===== config.mk =====
export PLATFORM = sky130hd
export DESIGN_NAME = wall_follow_pid_drive
export DESIGN_NICKNAME = d
export VERILOG_FILES = /design/src/design/wfpd_pkg.sv /design/src/design/wall_follow_pid_drive.sv
export SDC_FILE = /design/constraint.sdc
export NUM_CORES = 2
export LEC_CHECK = 0
export BUFFER_PORTS_ARGS = -buffer_cell sky130_fd_sc_hd__buf_2
export CORE_UTILIZATION = 55
export DETAILED_ROUTE_END_ITERATION = 16
export PLACE_DENSITY = 0.73
export SLEW_MARGIN = 20
export SYNTH_ARGS = -nofsm -noshare
export SYNTH_HDL_FRONTEND = slang
export SYNTH_SLANG_ARGS = --single-unit

===== constraint.sdc =====
create_clock -name clock -period 24.9 [get_ports clock]
set_input_delay 3.735 -clock clock [delete_from_list [all_inputs] [get_ports clock]]
set_output_delay 3.735 -clock clock [all_outputs]
set_load 0.05 [all_outputs]

===== src/design/wfpd_pkg.sv =====
package wfpd_pkg;

   // Field and datapath widths.
   localparam int SAMPLE_W = 12;
   localparam int DUTY_W   = 7;
   localparam int Q_W      = 16;
   localparam int VOLT_W   = 18;
   localparam int VSQ_W    = 20;
   localparam int DIFF_W   = 22;
   localparam int MUL_W    = 24;
   localparam int PROD_W   = 48;
   localparam int STEP_W   = 5;
   localparam int ADDR_W   = 5;
   localparam int CSR_W    = 32;

   // Conversion and control constants, Q16 unless noted.
   localparam logic signed [MUL_W-1:0]  VOLT_SCALE = 24'sd216269;
   localparam logic signed [MUL_W-1:0]  COEF_A     = 24'sd332169;
   localparam logic signed [MUL_W-1:0]  COEF_B     = 24'sd1528889;
   localparam logic signed [PROD_W-1:0] COEF_C_Q32 = 48'sd2041578 <<< 16;
   localparam logic signed [MUL_W-1:0]  STEP_Q16   = 24'sd3277;
   localparam logic signed [17:0]       INTEG_LIMIT = 18'sd25600;

   localparam logic [DUTY_W-1:0] DUTY_HIGH_LIMIT = 7'd80;
   localparam logic [DUTY_W-1:0] DUTY_HIGH_VALUE = 7'd98;
   localparam logic [DUTY_W-1:0] DUTY_LOW_LIMIT  = 7'd20;
   localparam logic [DUTY_W-1:0] TURN_RIGHT_DUTY = 7'd30;
   localparam logic [DUTY_W-1:0] TURN_LEFT_DUTY  = 7'd80;

   // Register map and reset values.
   localparam logic [2:0] REG_TARGET = 3'd0;
   localparam logic [2:0] REG_KP     = 3'd1;
   localparam logic [2:0] REG_KI     = 3'd2;
   localparam logic [2:0] REG_KD     = 3'd3;
   localparam logic [2:0] REG_BASE   = 3'd4;

   localparam logic [Q_W-1:0]    TARGET_RESET = 16'd2560;
   localparam logic [Q_W-1:0]    KP_RESET     = 16'd307;
   localparam logic [Q_W-1:0]    KI_RESET     = 16'd128;
   localparam logic [Q_W-1:0]    KD_RESET     = 16'd64;
   localparam logic [DUTY_W-1:0] BASE_RESET   = 7'd98;

   // Microcode fields.
   typedef enum logic [2:0] {
      MA_VSCALE, MA_VOLT, MA_COEF_A, MA_COEF_B, MA_STEP, MA_KP, MA_KI, MA_KD
   } mul_a_type;

   typedef enum logic [2:0] {
      MB_SAMPLE, MB_VOLT, MB_VSQ, MB_ERR, MB_INTEG, MB_DIFF
   } mul_b_type;

   typedef enum logic [3:0] {
      OP_NOP, OP_VOLT, OP_VSQ, OP_ACC_INIT, OP_ACC_ADD, OP_ACC_SUB, OP_ACC_LOAD,
      OP_DIST, OP_ERROR, OP_DIFF, OP_INTEG, OP_DUTY_R, OP_DUTY_L, OP_TURN, OP_DONE
   } op_type;

   typedef enum logic [1:0] {
      JMP_NONE, JMP_TURN, JMP_ALWAYS
   } jump_type;

   typedef struct packed {
      mul_a_type         a_sel;
      mul_b_type         b_sel;
      op_type            op;
      jump_type          jmp;
      logic [STEP_W-1:0] target;
   } ucode_type;

   localparam logic [STEP_W-1:0] TURN_STEP = 5'd17;
   localparam logic [STEP_W-1:0] DONE_STEP = 5'd18;
   localparam logic [STEP_W-1:0] NO_STEP   = 5'd0;

   // The control program. A product selected in one step is read in the next.
   function automatic ucode_type ucode_rom(input logic [STEP_W-1:0] addr);
      ucode_type uc;
      unique case (addr)
         5'd0:  uc = '{MA_VSCALE, MB_SAMPLE, OP_NOP,      JMP_NONE,   NO_STEP};
         5'd1:  uc = '{MA_VSCALE, MB_SAMPLE, OP_VOLT,     JMP_NONE,   NO_STEP};
         5'd2:  uc = '{MA_VOLT,   MB_VOLT,   OP_ACC_INIT, JMP_NONE,   NO_STEP};
         5'd3:  uc = '{MA_VOLT,   MB_VOLT,   OP_VSQ,      JMP_NONE,   NO_STEP};
         5'd4:  uc = '{MA_COEF_A, MB_VSQ,    OP_NOP,      JMP_NONE,   NO_STEP};
         5'd5:  uc = '{MA_COEF_B, MB_VOLT,   OP_ACC_ADD,  JMP_NONE,   NO_STEP};
         5'd6:  uc = '{MA_COEF_B, MB_VOLT,   OP_ACC_SUB,  JMP_NONE,   NO_STEP};
         5'd7:  uc = '{MA_STEP,   MB_ERR,    OP_DIST,     JMP_NONE,   NO_STEP};
         5'd8:  uc = '{MA_STEP,   MB_ERR,    OP_ERROR,    JMP_NONE,   NO_STEP};
         5'd9:  uc = '{MA_STEP,   MB_ERR,    OP_DIFF,     JMP_TURN,   TURN_STEP};
         5'd10: uc = '{MA_STEP,   MB_ERR,    OP_INTEG,    JMP_NONE,   NO_STEP};
         5'd11: uc = '{MA_KP,     MB_ERR,    OP_NOP,      JMP_NONE,   NO_STEP};
         5'd12: uc = '{MA_KI,     MB_INTEG,  OP_ACC_LOAD, JMP_NONE,   NO_STEP};
         5'd13: uc = '{MA_KD,     MB_DIFF,   OP_ACC_ADD,  JMP_NONE,   NO_STEP};
         5'd14: uc = '{MA_KD,     MB_DIFF,   OP_ACC_ADD,  JMP_NONE,   NO_STEP};
         5'd15: uc = '{MA_KD,     MB_DIFF,   OP_DUTY_R,   JMP_NONE,   NO_STEP};
         5'd16: uc = '{MA_KD,     MB_DIFF,   OP_DUTY_L,   JMP_ALWAYS, DONE_STEP};
         5'd17: uc = '{MA_KD,     MB_DIFF,   OP_TURN,     JMP_NONE,   NO_STEP};
         default: uc = '{MA_KD,   MB_DIFF,   OP_DONE,     JMP_NONE,   NO_STEP};
      endcase
      return uc;
   endfunction

   // Q16.16 sum to a whole percent, truncated toward zero, then clamped.
   function automatic logic [DUTY_W-1:0] duty_of(input logic signed [PROD_W-1:0] sum);
      logic signed [PROD_W-1:0] mag;
      logic signed [PROD_W-1:0] quo;
      logic [DUTY_W-1:0]        duty;
      mag = -sum;
      quo = sum[PROD_W-1] ? -(mag >>> 16) : (sum >>> 16);
      if (quo > $signed({41'd0, DUTY_HIGH_LIMIT})) begin
         duty = DUTY_HIGH_VALUE;
      end else if (quo < $signed({41'd0, DUTY_LOW_LIMIT})) begin
         duty = DUTY_LOW_LIMIT;
      end else begin
         duty = quo[DUTY_W-1:0];
      end
      return duty;
   endfunction

endpackage


===== src/design/wall_follow_pid_drive.sv =====
// Channel   Direction  Handshake           Payload
// req       in         req_tvalid/tready   tdata[11:0] sensor_sample
// rsp       out        rsp_tvalid/tready   tdata: right, left duty, distance, error;
//                                          tuser: turn_override
// csr       in         APB, pready high    five control registers at 4*index
//
// A request is taken when the sequencer is idle; the microcode program then runs one
// step per cycle through a single shared 24x24 multiplier: 12 steps on the fixed right
// turn and 18 on the PID path. The result waits in an output register while the next
// request runs; the sequencer stalls in its final step only if the previous result is
// still untaken.
// Reset is synchronous and restores the register defaults and clears the PID state.
module wall_follow_pid_drive (
   input  logic        clock,
   input  logic        reset,

   input  logic        req_tvalid,
   output logic        req_tready,
   input  logic [15:0] req_tdata,    // [11:0] sensor_sample, [15:12] zero

   output logic        rsp_tvalid,
   input  logic        rsp_tready,
   output logic [47:0] rsp_tdata,    // [6:0] right_duty, [13:7] left_duty,
                                     // [29:14] distance_cm, [45:30] error_value,
                                     // [47:46] zero
   output logic [0:0]  rsp_tuser,    // [0] turn_override

   input  logic                      csr_psel,
   input  logic                      csr_penable,
   input  logic                      csr_pwrite,
   input  logic [wfpd_pkg::ADDR_W-1:0] csr_paddr,
   input  logic [wfpd_pkg::CSR_W-1:0]  csr_pwdata,
   output logic [wfpd_pkg::CSR_W-1:0]  csr_prdata,
   output logic                      csr_pready
);
   import wfpd_pkg::*;

   // Control registers.
   logic [Q_W-1:0]    target_ff, target_in;
   logic [Q_W-1:0]    kp_ff, kp_in;
   logic [Q_W-1:0]    ki_ff, ki_in;
   logic [Q_W-1:0]    kd_ff, kd_in;
   logic [DUTY_W-1:0] base_ff, base_in;

   // Sequencer.
   logic              busy_ff, busy_in;
   logic [STEP_W-1:0] step_ff, step_in;
   ucode_type         uc;
   op_type            op;
   logic              jump_taken;
   logic              done_fire;
   logic              req_fire;

   // Datapath.
   logic [SAMPLE_W-1:0]       sample_ff, sample_in;
   logic signed [MUL_W-1:0]   mul_a, mul_b;
   logic signed [PROD_W-1:0]  prod_ff, prod_in;
   logic signed [PROD_W-1:0]  acc_ff, acc_in;
   logic [VOLT_W-1:0]         volt_ff, volt_in;
   logic [VSQ_W-1:0]          vsq_ff, vsq_in;
   logic [Q_W-1:0]            dist_ff, dist_in;
   logic signed [Q_W-1:0]     err_ff, err_in;
   logic                      turn_ff, turn_in;
   logic signed [DIFF_W-1:0]  diff_ff, diff_in;
   logic signed [Q_W-1:0]     integ_ff, integ_in;
   logic signed [Q_W-1:0]     last_ff, last_in;
   logic signed [Q_W-1:0]     esum_ff, esum_in;
   logic [DUTY_W-1:0]         rd_ff, rd_in;
   logic [DUTY_W-1:0]         ld_ff, ld_in;

   // Output register.
   logic        rsp_valid_ff, rsp_valid_in;
   logic [47:0] rsp_data_ff, rsp_data_in;
   logic        rsp_user_ff, rsp_user_in;

   // Scratch values for the datapath operations.
   logic signed [PROD_W-1:0] round_t;
   logic signed [PROD_W-1:0] prod_mag;
   logic signed [PROD_W-1:0] inc_t;
   logic signed [PROD_W-1:0] base_q;
   logic signed [16:0]       err_wide;
   logic signed [16:0]       err_step;
   logic signed [DIFF_W-1:0] step_ext;
   logic signed [17:0]       integ_sum;

   logic csr_write;

   assign csr_pready = 1'b1;
   assign csr_write  = csr_psel & csr_penable & csr_pwrite;

   // Register writes; addresses past the last register are dropped.
   always_comb begin
      target_in = target_ff;
      kp_in     = kp_ff;
      ki_in     = ki_ff;
      kd_in     = kd_ff;
      base_in   = base_ff;
      if (csr_write) begin
         unique case (csr_paddr[4:2])
            REG_TARGET: target_in = csr_pwdata[Q_W-1:0];
            REG_KP:     kp_in     = csr_pwdata[Q_W-1:0];
            REG_KI:     ki_in     = csr_pwdata[Q_W-1:0];
            REG_KD:     kd_in     = csr_pwdata[Q_W-1:0];
            REG_BASE:   base_in   = csr_pwdata[DUTY_W-1:0];
            default:    ;
         endcase
      end
   end

   always_comb begin
      unique case (csr_paddr[4:2])
         REG_TARGET: csr_prdata = {16'd0, target_ff};
         REG_KP:     csr_prdata = {16'd0, kp_ff};
         REG_KI:     csr_prdata = {16'd0, ki_ff};
         REG_KD:     csr_prdata = {16'd0, kd_ff};
         REG_BASE:   csr_prdata = {25'd0, base_ff};
         default:    csr_prdata = '0;
      endcase
   end

   // Step counter: restart at step zero on an accepted request, advance, take a jump,
   // or wait in the final step for the output register to free up.
   assign uc         = ucode_rom(step_ff);
   assign op         = busy_ff ? uc.op : OP_NOP;
   assign req_tready = ~busy_ff;
   assign req_fire   = req_tvalid & ~busy_ff;
   assign done_fire  = (op == OP_DONE) && (!rsp_valid_ff || rsp_tready);
   assign jump_taken = (uc.jmp == JMP_ALWAYS) || ((uc.jmp == JMP_TURN) && turn_ff);

   always_comb begin
      busy_in   = busy_ff;
      step_in   = step_ff;
      sample_in = sample_ff;
      if (!busy_ff) begin
         if (req_fire) begin
            busy_in   = 1'b1;
            step_in   = '0;
            sample_in = req_tdata[SAMPLE_W-1:0];
         end
      end else if (uc.op == OP_DONE) begin
         if (done_fire) begin
            busy_in = 1'b0;
         end
      end else if (jump_taken) begin
         step_in = uc.target;
      end else begin
         step_in = step_ff + 1'b1;
      end
   end

   // Shared multiplier operands; the product is registered every cycle.
   always_comb begin
      unique case (uc.a_sel)
         MA_VSCALE: mul_a = VOLT_SCALE;
         MA_VOLT:   mul_a = $signed({6'd0, volt_ff});
         MA_COEF_A: mul_a = COEF_A;
         MA_COEF_B: mul_a = COEF_B;
         MA_STEP:   mul_a = STEP_Q16;
         MA_KP:     mul_a = $signed({8'd0, kp_ff});
         MA_KI:     mul_a = $signed({8'd0, ki_ff});
         MA_KD:     mul_a = $signed({8'd0, kd_ff});
         default:   mul_a = '0;
      endcase
      unique case (uc.b_sel)
         MB_SAMPLE: mul_b = $signed({12'd0, sample_ff});
         MB_VOLT:   mul_b = $signed({6'd0, volt_ff});
         MB_VSQ:    mul_b = $signed({4'd0, vsq_ff});
         MB_ERR:    mul_b = $signed({{8{err_ff[Q_W-1]}}, err_ff});
         MB_INTEG:  mul_b = $signed({{8{integ_ff[Q_W-1]}}, integ_ff});
         MB_DIFF:   mul_b = $signed({{2{diff_ff[DIFF_W-1]}}, diff_ff});
         default:   mul_b = '0;
      endcase
   end

   assign prod_in = mul_a * mul_b;
   assign base_q  = $signed({25'd0, base_ff, 16'd0});

   // Datapath operations, one per control word.
   always_comb begin
      acc_in   = acc_ff;
      volt_in  = volt_ff;
      vsq_in   = vsq_ff;
      dist_in  = dist_ff;
      err_in   = err_ff;
      turn_in  = turn_ff;
      diff_in  = diff_ff;
      integ_in = integ_ff;
      last_in  = last_ff;
      esum_in  = esum_ff;
      rd_in    = rd_ff;
      ld_in    = ld_ff;

      round_t  = '0;
      prod_mag = -prod_ff;
      inc_t    = '0;
      err_wide = $signed({1'b0, target_ff}) - $signed({1'b0, dist_ff});
      err_step = $signed({err_ff[Q_W-1], err_ff}) - $signed({last_ff[Q_W-1], last_ff});
      step_ext = $signed({{5{err_step[16]}}, err_step});
      integ_sum = '0;

      case (op)
         OP_VOLT: begin
            // Volts in Q16, rounded.
            round_t = prod_ff + 48'sd2048;
            volt_in = round_t[29:12];
         end
         OP_VSQ: begin
            round_t = prod_ff + 48'sd32768;
            vsq_in  = round_t[35:16];
         end
         OP_ACC_INIT: acc_in = COEF_C_Q32;
         OP_ACC_ADD:  acc_in = acc_ff + prod_ff;
         OP_ACC_SUB:  acc_in = acc_ff - prod_ff;
         OP_ACC_LOAD: acc_in = prod_ff;
         OP_DIST: begin
            // Q32 polynomial to Q8.8 centimetres, floored at zero, capped at full scale.
            round_t = acc_ff + 48'sd8388608;
            if (acc_ff[PROD_W-1]) begin
               dist_in = '0;
            end else if (|round_t[47:40]) begin
               dist_in = '1;
            end else begin
               dist_in = round_t[39:24];
            end
         end
         OP_ERROR: begin
            if (err_wide[16] != err_wide[15]) begin
               err_in = err_wide[16] ? 16'sh8000 : 16'sh7fff;
            end else begin
               err_in = err_wide[15:0];
            end
            turn_in = dist_ff > target_ff;
         end
         OP_DIFF: begin
            // Change in error times the 20 Hz step rate.
            diff_in = (step_ext <<< 4) + (step_ext <<< 2);
         end
         OP_INTEG: begin
            // Error times 0.05, rounded half away from zero, added to the error sum, then clamped.
            if (prod_ff[PROD_W-1]) begin
               inc_t = -((prod_mag + 48'sd32768) >>> 16);
            end else begin
               inc_t = (prod_ff + 48'sd32768) >>> 16;
            end
            integ_sum = $signed({{2{esum_ff[Q_W-1]}}, esum_ff}) + inc_t[17:0];
            if (integ_sum > INTEG_LIMIT) begin
               integ_in = INTEG_LIMIT[Q_W-1:0];
            end else if (integ_sum < -INTEG_LIMIT) begin
               integ_in = 16'(-INTEG_LIMIT);
            end else begin
               integ_in = integ_sum[Q_W-1:0];
            end
         end
         OP_DUTY_R: rd_in = duty_of(base_q + acc_ff);
         OP_DUTY_L: begin
            ld_in   = duty_of(base_q - acc_ff);
            esum_in = integ_ff;
            last_in = err_ff;
         end
         OP_TURN: begin
            rd_in = TURN_RIGHT_DUTY;
            ld_in = TURN_LEFT_DUTY;
         end
         default: ;
      endcase
   end

   // Output register.
   always_comb begin
      rsp_valid_in = rsp_valid_ff;
      rsp_data_in  = rsp_data_ff;
      rsp_user_in  = rsp_user_ff;
      if (done_fire) begin
         rsp_valid_in = 1'b1;
         rsp_data_in  = {2'b00, err_ff, dist_ff, ld_ff, rd_ff};
         rsp_user_in  = turn_ff;
      end else if (rsp_tready) begin
         rsp_valid_in = 1'b0;
      end
   end

   assign rsp_tvalid   = rsp_valid_ff;
   assign rsp_tdata    = rsp_data_ff;
   assign rsp_tuser[0] = rsp_user_ff;

   always_ff @(posedge clock) begin
      if (reset) begin
         target_ff    <= TARGET_RESET;
         kp_ff        <= KP_RESET;
         ki_ff        <= KI_RESET;
         kd_ff        <= KD_RESET;
         base_ff      <= BASE_RESET;
         busy_ff      <= 1'b0;
         step_ff      <= '0;
         last_ff      <= '0;
         esum_ff      <= '0;
         rsp_valid_ff <= 1'b0;
      end else begin
         target_ff    <= target_in;
         kp_ff        <= kp_in;
         ki_ff        <= ki_in;
         kd_ff        <= kd_in;
         base_ff      <= base_in;
         busy_ff      <= busy_in;
         step_ff      <= step_in;
         last_ff      <= last_in;
         esum_ff      <= esum_in;
         rsp_valid_ff <= rsp_valid_in;
      end
   end

   always_ff @(posedge clock) begin
      sample_ff   <= sample_in;
      prod_ff     <= prod_in;
      acc_ff      <= acc_in;
      volt_ff     <= volt_in;
      vsq_ff      <= vsq_in;
      dist_ff     <= dist_in;
      err_ff      <= err_in;
      turn_ff     <= turn_in;
      diff_ff     <= diff_in;
      integ_ff    <= integ_in;
      rd_ff       <= rd_in;
      ld_ff       <= ld_in;
      rsp_data_ff <= rsp_data_in;
      rsp_user_ff <= rsp_user_in;
   end

endmodule


## Yosys cells after proc, flatten, opt, wreduce, memory -nomap -nowiden

Memory sizes are Yosys's and may differ from the RTL's. A register that Yosys moved wholly into a read port is not among the register bits.
Index checks and enable logic that the tools add are counted.

- Multiply operators: 1
- $add $sub $neg: 19
- Multiplexer cells: 31
- Bitwise gates (word level): 4
- $lt $le $gt $ge: 7
- Reductions and logical operators: 22
- Eq/ne operators: 35

Operator list:

| cell | number |
|---|---|
| 24-bit one-hot mux with 8 select lines | 1 |
| 48-bit one-hot mux with 4 select lines | 1 |
| 24-bit one-hot mux with 6 select lines | 1 |
| 48-bit by 8-bit > comparator with 1-bit output (second input constant) | 2 |
| 48-bit by 6-bit less-than comparator with 1-bit output (second input constant) | 2 |
| 48-bit two-way mux | 2 |
| 32-bit negator with 48-bit output | 2 |
| 48-bit negator | 2 |
| 16-bit one-hot mux with 5 select lines | 1 |
| 16-bit two-way mux | 4 |
| 24-bit by 48-bit adder with 48-bit output | 1 |
| 48-bit by 25-bit adder with 48-bit output (second input constant) | 1 |
| 48-bit adder | 1 |
| 24-bit by 24-bit multiplier with 48-bit output | 1 |
| 24-bit by 48-bit subtractor with 48-bit output | 1 |
| 48-bit subtractor | 1 |
| 36-bit by 17-bit adder with 36-bit output (second input constant) | 1 |
| 18-bit two-way mux | 2 |
| 34-bit by 17-bit adder with 34-bit output (second input constant) | 1 |
| 34-bit negator | 1 |
| 16-bit by 16-bit subtractor with 17-bit output | 2 |
| 4-bit equality test (second input constant) | 8 |
| 30-bit by 13-bit adder with 30-bit output (second input constant) | 1 |
| 5-bit two-way mux | 6 |
| 32 further kinds | 73 |

- Bits of input ports: 60
- Flip-flop bits (word level): 388
- Bits in read-only memories: 480
- Output and inout port bits: 84
- Word-level logic and storage cells: 145
- Memories kept: 1

Memory list:

| memory | depth | width | rd ports | clocked after Yosys merged registers in | wr ports | line | RTL |
|---|---|---|---|---|---|---|---|
| (name not given) | 32 | 15 | 1 | 1 | 0 | wfpd_pkg.sv:76 | `unique case (addr)` |

## Logic depth before layout (Yosys ltp)

- Depth after elaboration: 8
- Gate-level depth with buffers: 40
- Mapped depth without buffers: 36

## Worst setup path before layout

OpenSTA, ideal clock, no wires.

- Kind: input-to-output
- Start point: input port csr_paddr[2] (netlist bit)
- End point: output port csr_prdata[0] (netlist bit)
- Setup slack: 15.453 ns
- Buffers on the path: 3
- Data required time: 21.165 ns
- Arrival time: 5.712 ns
- Stages on the path: 6
- Cell sequence: clkbuf_1 -> buf_1 -> nor2b_1 -> clkbuf_1 -> a22oi_1 -> o22ai_1

- Longest elaborated chain between the ends: 2
- Elaborated cells between the ends (all ways): 6
- Those cells by class: eq/ne: 4; mux: 1; reduce/logical: 1

RTL lines:

| element | line | RTL |
|---|---|---|
| from (decl) | wall_follow_pid_drive.sv:31 | `input logic [wfpd_pkg::ADDR_W-1:0] csr_paddr,` |
| 3-bit equality test, or another cell as far along | wall_follow_pid_drive.sv:111 | `unique case (csr_paddr[4:2])` |
| 16-bit one-hot mux with 5 select lines (*) | wall_follow_pid_drive.sv:111 |  |
| to (decl) | wall_follow_pid_drive.sv:33 | `output logic [wfpd_pkg::CSR_W-1:0] csr_prdata,` |

Every way passes the cells marked *; elsewhere a longest branch is shown, timed or not.

## Final worst setup path

- Start point: register, netlist name uc[14]
- End point: register prod_ff[46]

- Longest elaborated chain between the ends: 3
- Elaborated cells between the ends (all ways): 10
- Those cells by class: mul: 1; eq/ne: 7; mux: 1; reduce/logical: 1

RTL lines:

| element | line | RTL |
|---|---|---|
| 3-bit equality test, or another cell as far along | wall_follow_pid_drive.sv:153 | `unique case (uc.a_sel)` |
| 24-bit one-hot mux with 8 select lines (*) | wall_follow_pid_drive.sv:153 |  |
| 24-bit by 24-bit multiplier with 48-bit output (*) | wall_follow_pid_drive.sv:175 | `assign prod_in = mul_a * mul_b;` |
| net prod_in[46] | wall_follow_pid_drive.sv:57 | `logic signed [PROD_W-1:0] prod_ff, prod_in;` |
| to (signal assigned) | wall_follow_pid_drive.sv:314 | `prod_ff <= prod_in;` |
| to (decl) | wall_follow_pid_drive.sv:57 |  |

Mark *: on every way through the listed nets, which the timed path passes. The rest lies on a longest branch. The select of a mux whose other input is x is not followed.
A chain may end at the register's enable or synchronous reset.

==> metrics <==
initial antenna violation count=1; H-tree Lvls=2; Seq/Total Area, Yosys=0.223; Clk pin slew, worst setup/hold paths=~60 ps; gr busiest metal=met2; drt via density=about 6; drt first pass iters=6; Num CTS Buffers=44; Area Growth Syn to Fin=6.69%; hpwl dp=roughly 110000 µm; vias in the first global route=about 39000; register bit total from synthesis=399; post-CTS sizing=0; hold path depth=0; Cell Count, Final, Fillers Out=about 6500; Crit. End Element=register; Synth Flop Type=edfxtp_1; yosys warns=0; most instantiated library cell after synthesis=inv_1; Post-Syn Area=between 40000 and 50000 µm²; largest cells by area after synthesis=fa_1, edfxtp_1, ha_1, dfxtp_1, inv_1; share of layout cells above drive strength 1=0.0761; Hold Crit Class=register to register; fin. max-slew vios=0; relative slew slack=0.228; diodes inserted=0; leading area contributor after synthesis=fa_1; status=complete, no violations; chip height=~290 µm; final critical-path required period=10830 ps; GP Congestion=1.01; global-route wire length before repair=219000 µm; Worst Tran Pin Value=between 1000 and 1500 ps; Critical Path Fanout Max=30; Max Cap Viol=0; M3 GR Usage=0.0629; Async S/R FF share, synth=0; maximum root-to-sink buffer count=3; setup violators final=0; CP most frequent cell=fa_1; CP arrival=11350 ps; Post-CTS Hold Buffers=0; total gr overflow=0; Total GRT Usage=0.329; Critical Path Source Type=register; Mapped Cells=about 5400; final hold viol count=0; top cell type's share of synthesized area=0.172; synth unique cells=around 110; M1 GR Usage=0.435; Detail Route Antenna Nets=0; Post-Route WL=about 140000 µm; Max Clock Skew=around 40 ps; Leak Pwr=between 20 and 25 nW; Power Dens Cells=roughly 93 nW/µm²; Avg Cell Area, Syn=between 8 and 9 µm²; fmax=slightly above 0.09 GHz; chip width=292 µm; Port Buf Inserts=just over 100; grt met2 use=0.520; clock latency at the later pin of the worst-skew pair=around 630 ps; Root Buffer=clkbuf_16; VDD IR max=a little over 0.0002 V; vias post-DR=approximately 40000; most frequent cells after synthesis=inv_1, nand2_1, nor2_1; max incr delay on CP=around 970 ps; CTS tree=done; CP Class=register to register; core area=a little over 80000 µm²; RSZ-0062 raised after global routing=no; Post-CTS Setup Bufs=0; reg2reg path depth=33; die area=85000 µm²; wire per inst=~22 µm; Sum Neg Setup Slack=0 ps; initial DRC count=3891; Post-synth EDFFs=about 230; Clock Sinks=between 300 and 400; Starting Density=0.559; # IOs=~140; # nets final=6223; row cnt=roughly 110; fin crit share=0.435; Critical-path top delay cell=nor2b_1; largest net degree at the start of global routing=91; DRC=0; Data required, critical path=25420 ps; Post-Place Cells=approximately 6400
==> where the power goes <==
group	internal, W	leakage, nW	switching, W
Clock	0.000361	0.694	0.000298
Sequential	0.000781	3.42	0.0000970
Combinational	0.00113	17.3	0.00190
Total	0.00227	21.4	0.00230
==> registers in the layout (all words and copies together), names as in the netlist, 12 cells and up <==
register   flops
vsq_ff        20
sample_ff     12
err_ff        16
kp_ff         16
acc_ff        48
kd_ff         16
target_ff     16
rsp_tdata     46
volt_ff       18
dist_ff       16
ki_ff         16
esum_ff       16
prod_ff       48
last_ff       16
diff_ff       20
uc            13
integ_ff      16
==> layout by cell type (no fill, tap or decap), types with 19 or more instances in the layout <==
master	instances
or4_1	26
clkbuf_16	45
a211oi_1	29
fa_1	396
nor2_1	501
nand3b_1	19
a21o_1	56
or3_1	43
o21bai_1	33
nand3_1	117
nor4_1	40
inv_1	692
buf_2	101
nand4_1	45
mux2_2	34
o211ai_1	37
o21ai_0	171
nand2b_1	56
o31ai_1	27
xnor2_1	248
o21a_1	39
edfxtp_1	228
o22ai_1	22
nor2b_1	58
nand2_1	612
mux2i_1	49
a21boi_0	24
or2_2	26
buf_4	93
conb_1	19
and3_1	41
a31oi_1	39
a22oi_1	29
nor3_1	111
ha_1	349
dfxtp_1	171
xor2_1	128
a21oi_1	324
and2_1	40
==> cell type report <==
cell class	count	area, µm²
sequential	399	10300
fill	7286	33300
multi-input combinational	4086	32400
timing repair buffer	194	1200
clock buffer	55	1170
tap	1070	1340
clock inverter	27	256
inverter	693	2600
==> worst max-delay path: cells and delay by family (launching register included) <==
kind                     cells  cell delay [ps]
XOR/XNOR                     1              140
AO/OA/AOI/OAI               12             3680
adder cells (fa/ha/maj)      8             3980
buffers and inverters        6              650
flip-flops                   1              310
AND/OR/NAND/NOR              6             1940
==> layer usage <==
layer | share of wire | vias up
li1 | - | 18300
met2 | 0.45 | 1882
met5 | 0 | -
met1 | 0.40 | 19400
met3 | 0.095 | 399
met4 | 0.055 | 0
==> cells by family (layout without fill, tap and decap cells) <==
group           after synthesis  count (layout)  share of synthesized area
compound gates             1021            1021                      0.144
xor+xnor                    378             378                     0.0718
fa+ha+maj                   746             746                      0.267
buf+inv                     957             969                     0.0798
flops                       399             399                      0.223
mux                          93              93                     0.0238
other cells                   2              19                   0.000163
simple gates               1829            1829                      0.190
==> worst paths after layout <==
kind / endpoint / slack (ps) / start
hold / removal: rsp_tdata[9] / 420 / ld_ff[2]
setup reg to reg: prod_ff[46] / 14070 / uc[14]
setup / recovery: prod_ff[46] / 14070 / uc[14]
hold reg to reg: rsp_tdata[9] / 420 / ld_ff[2]
==> metrics by stage <==
stage	hold slack, ps	util	cell area [µm²]	total power (W)	setup slack [ps]
2_1_floorplan	400	-	46200	0.00290	15450
3_3_place_gp	402	0.579	47700	0.00379	14450
3_5_place_dp	405	0.579	47700	0.00387	14340
4_1_cts	419	0.596	49200	0.00454	14260
5_1_grt	423	0.596	49200	0.00491	13520
6_report	418	0.596	49200	0.00457	14070
No activity file was read; power rests on OpenSTA's default activity.
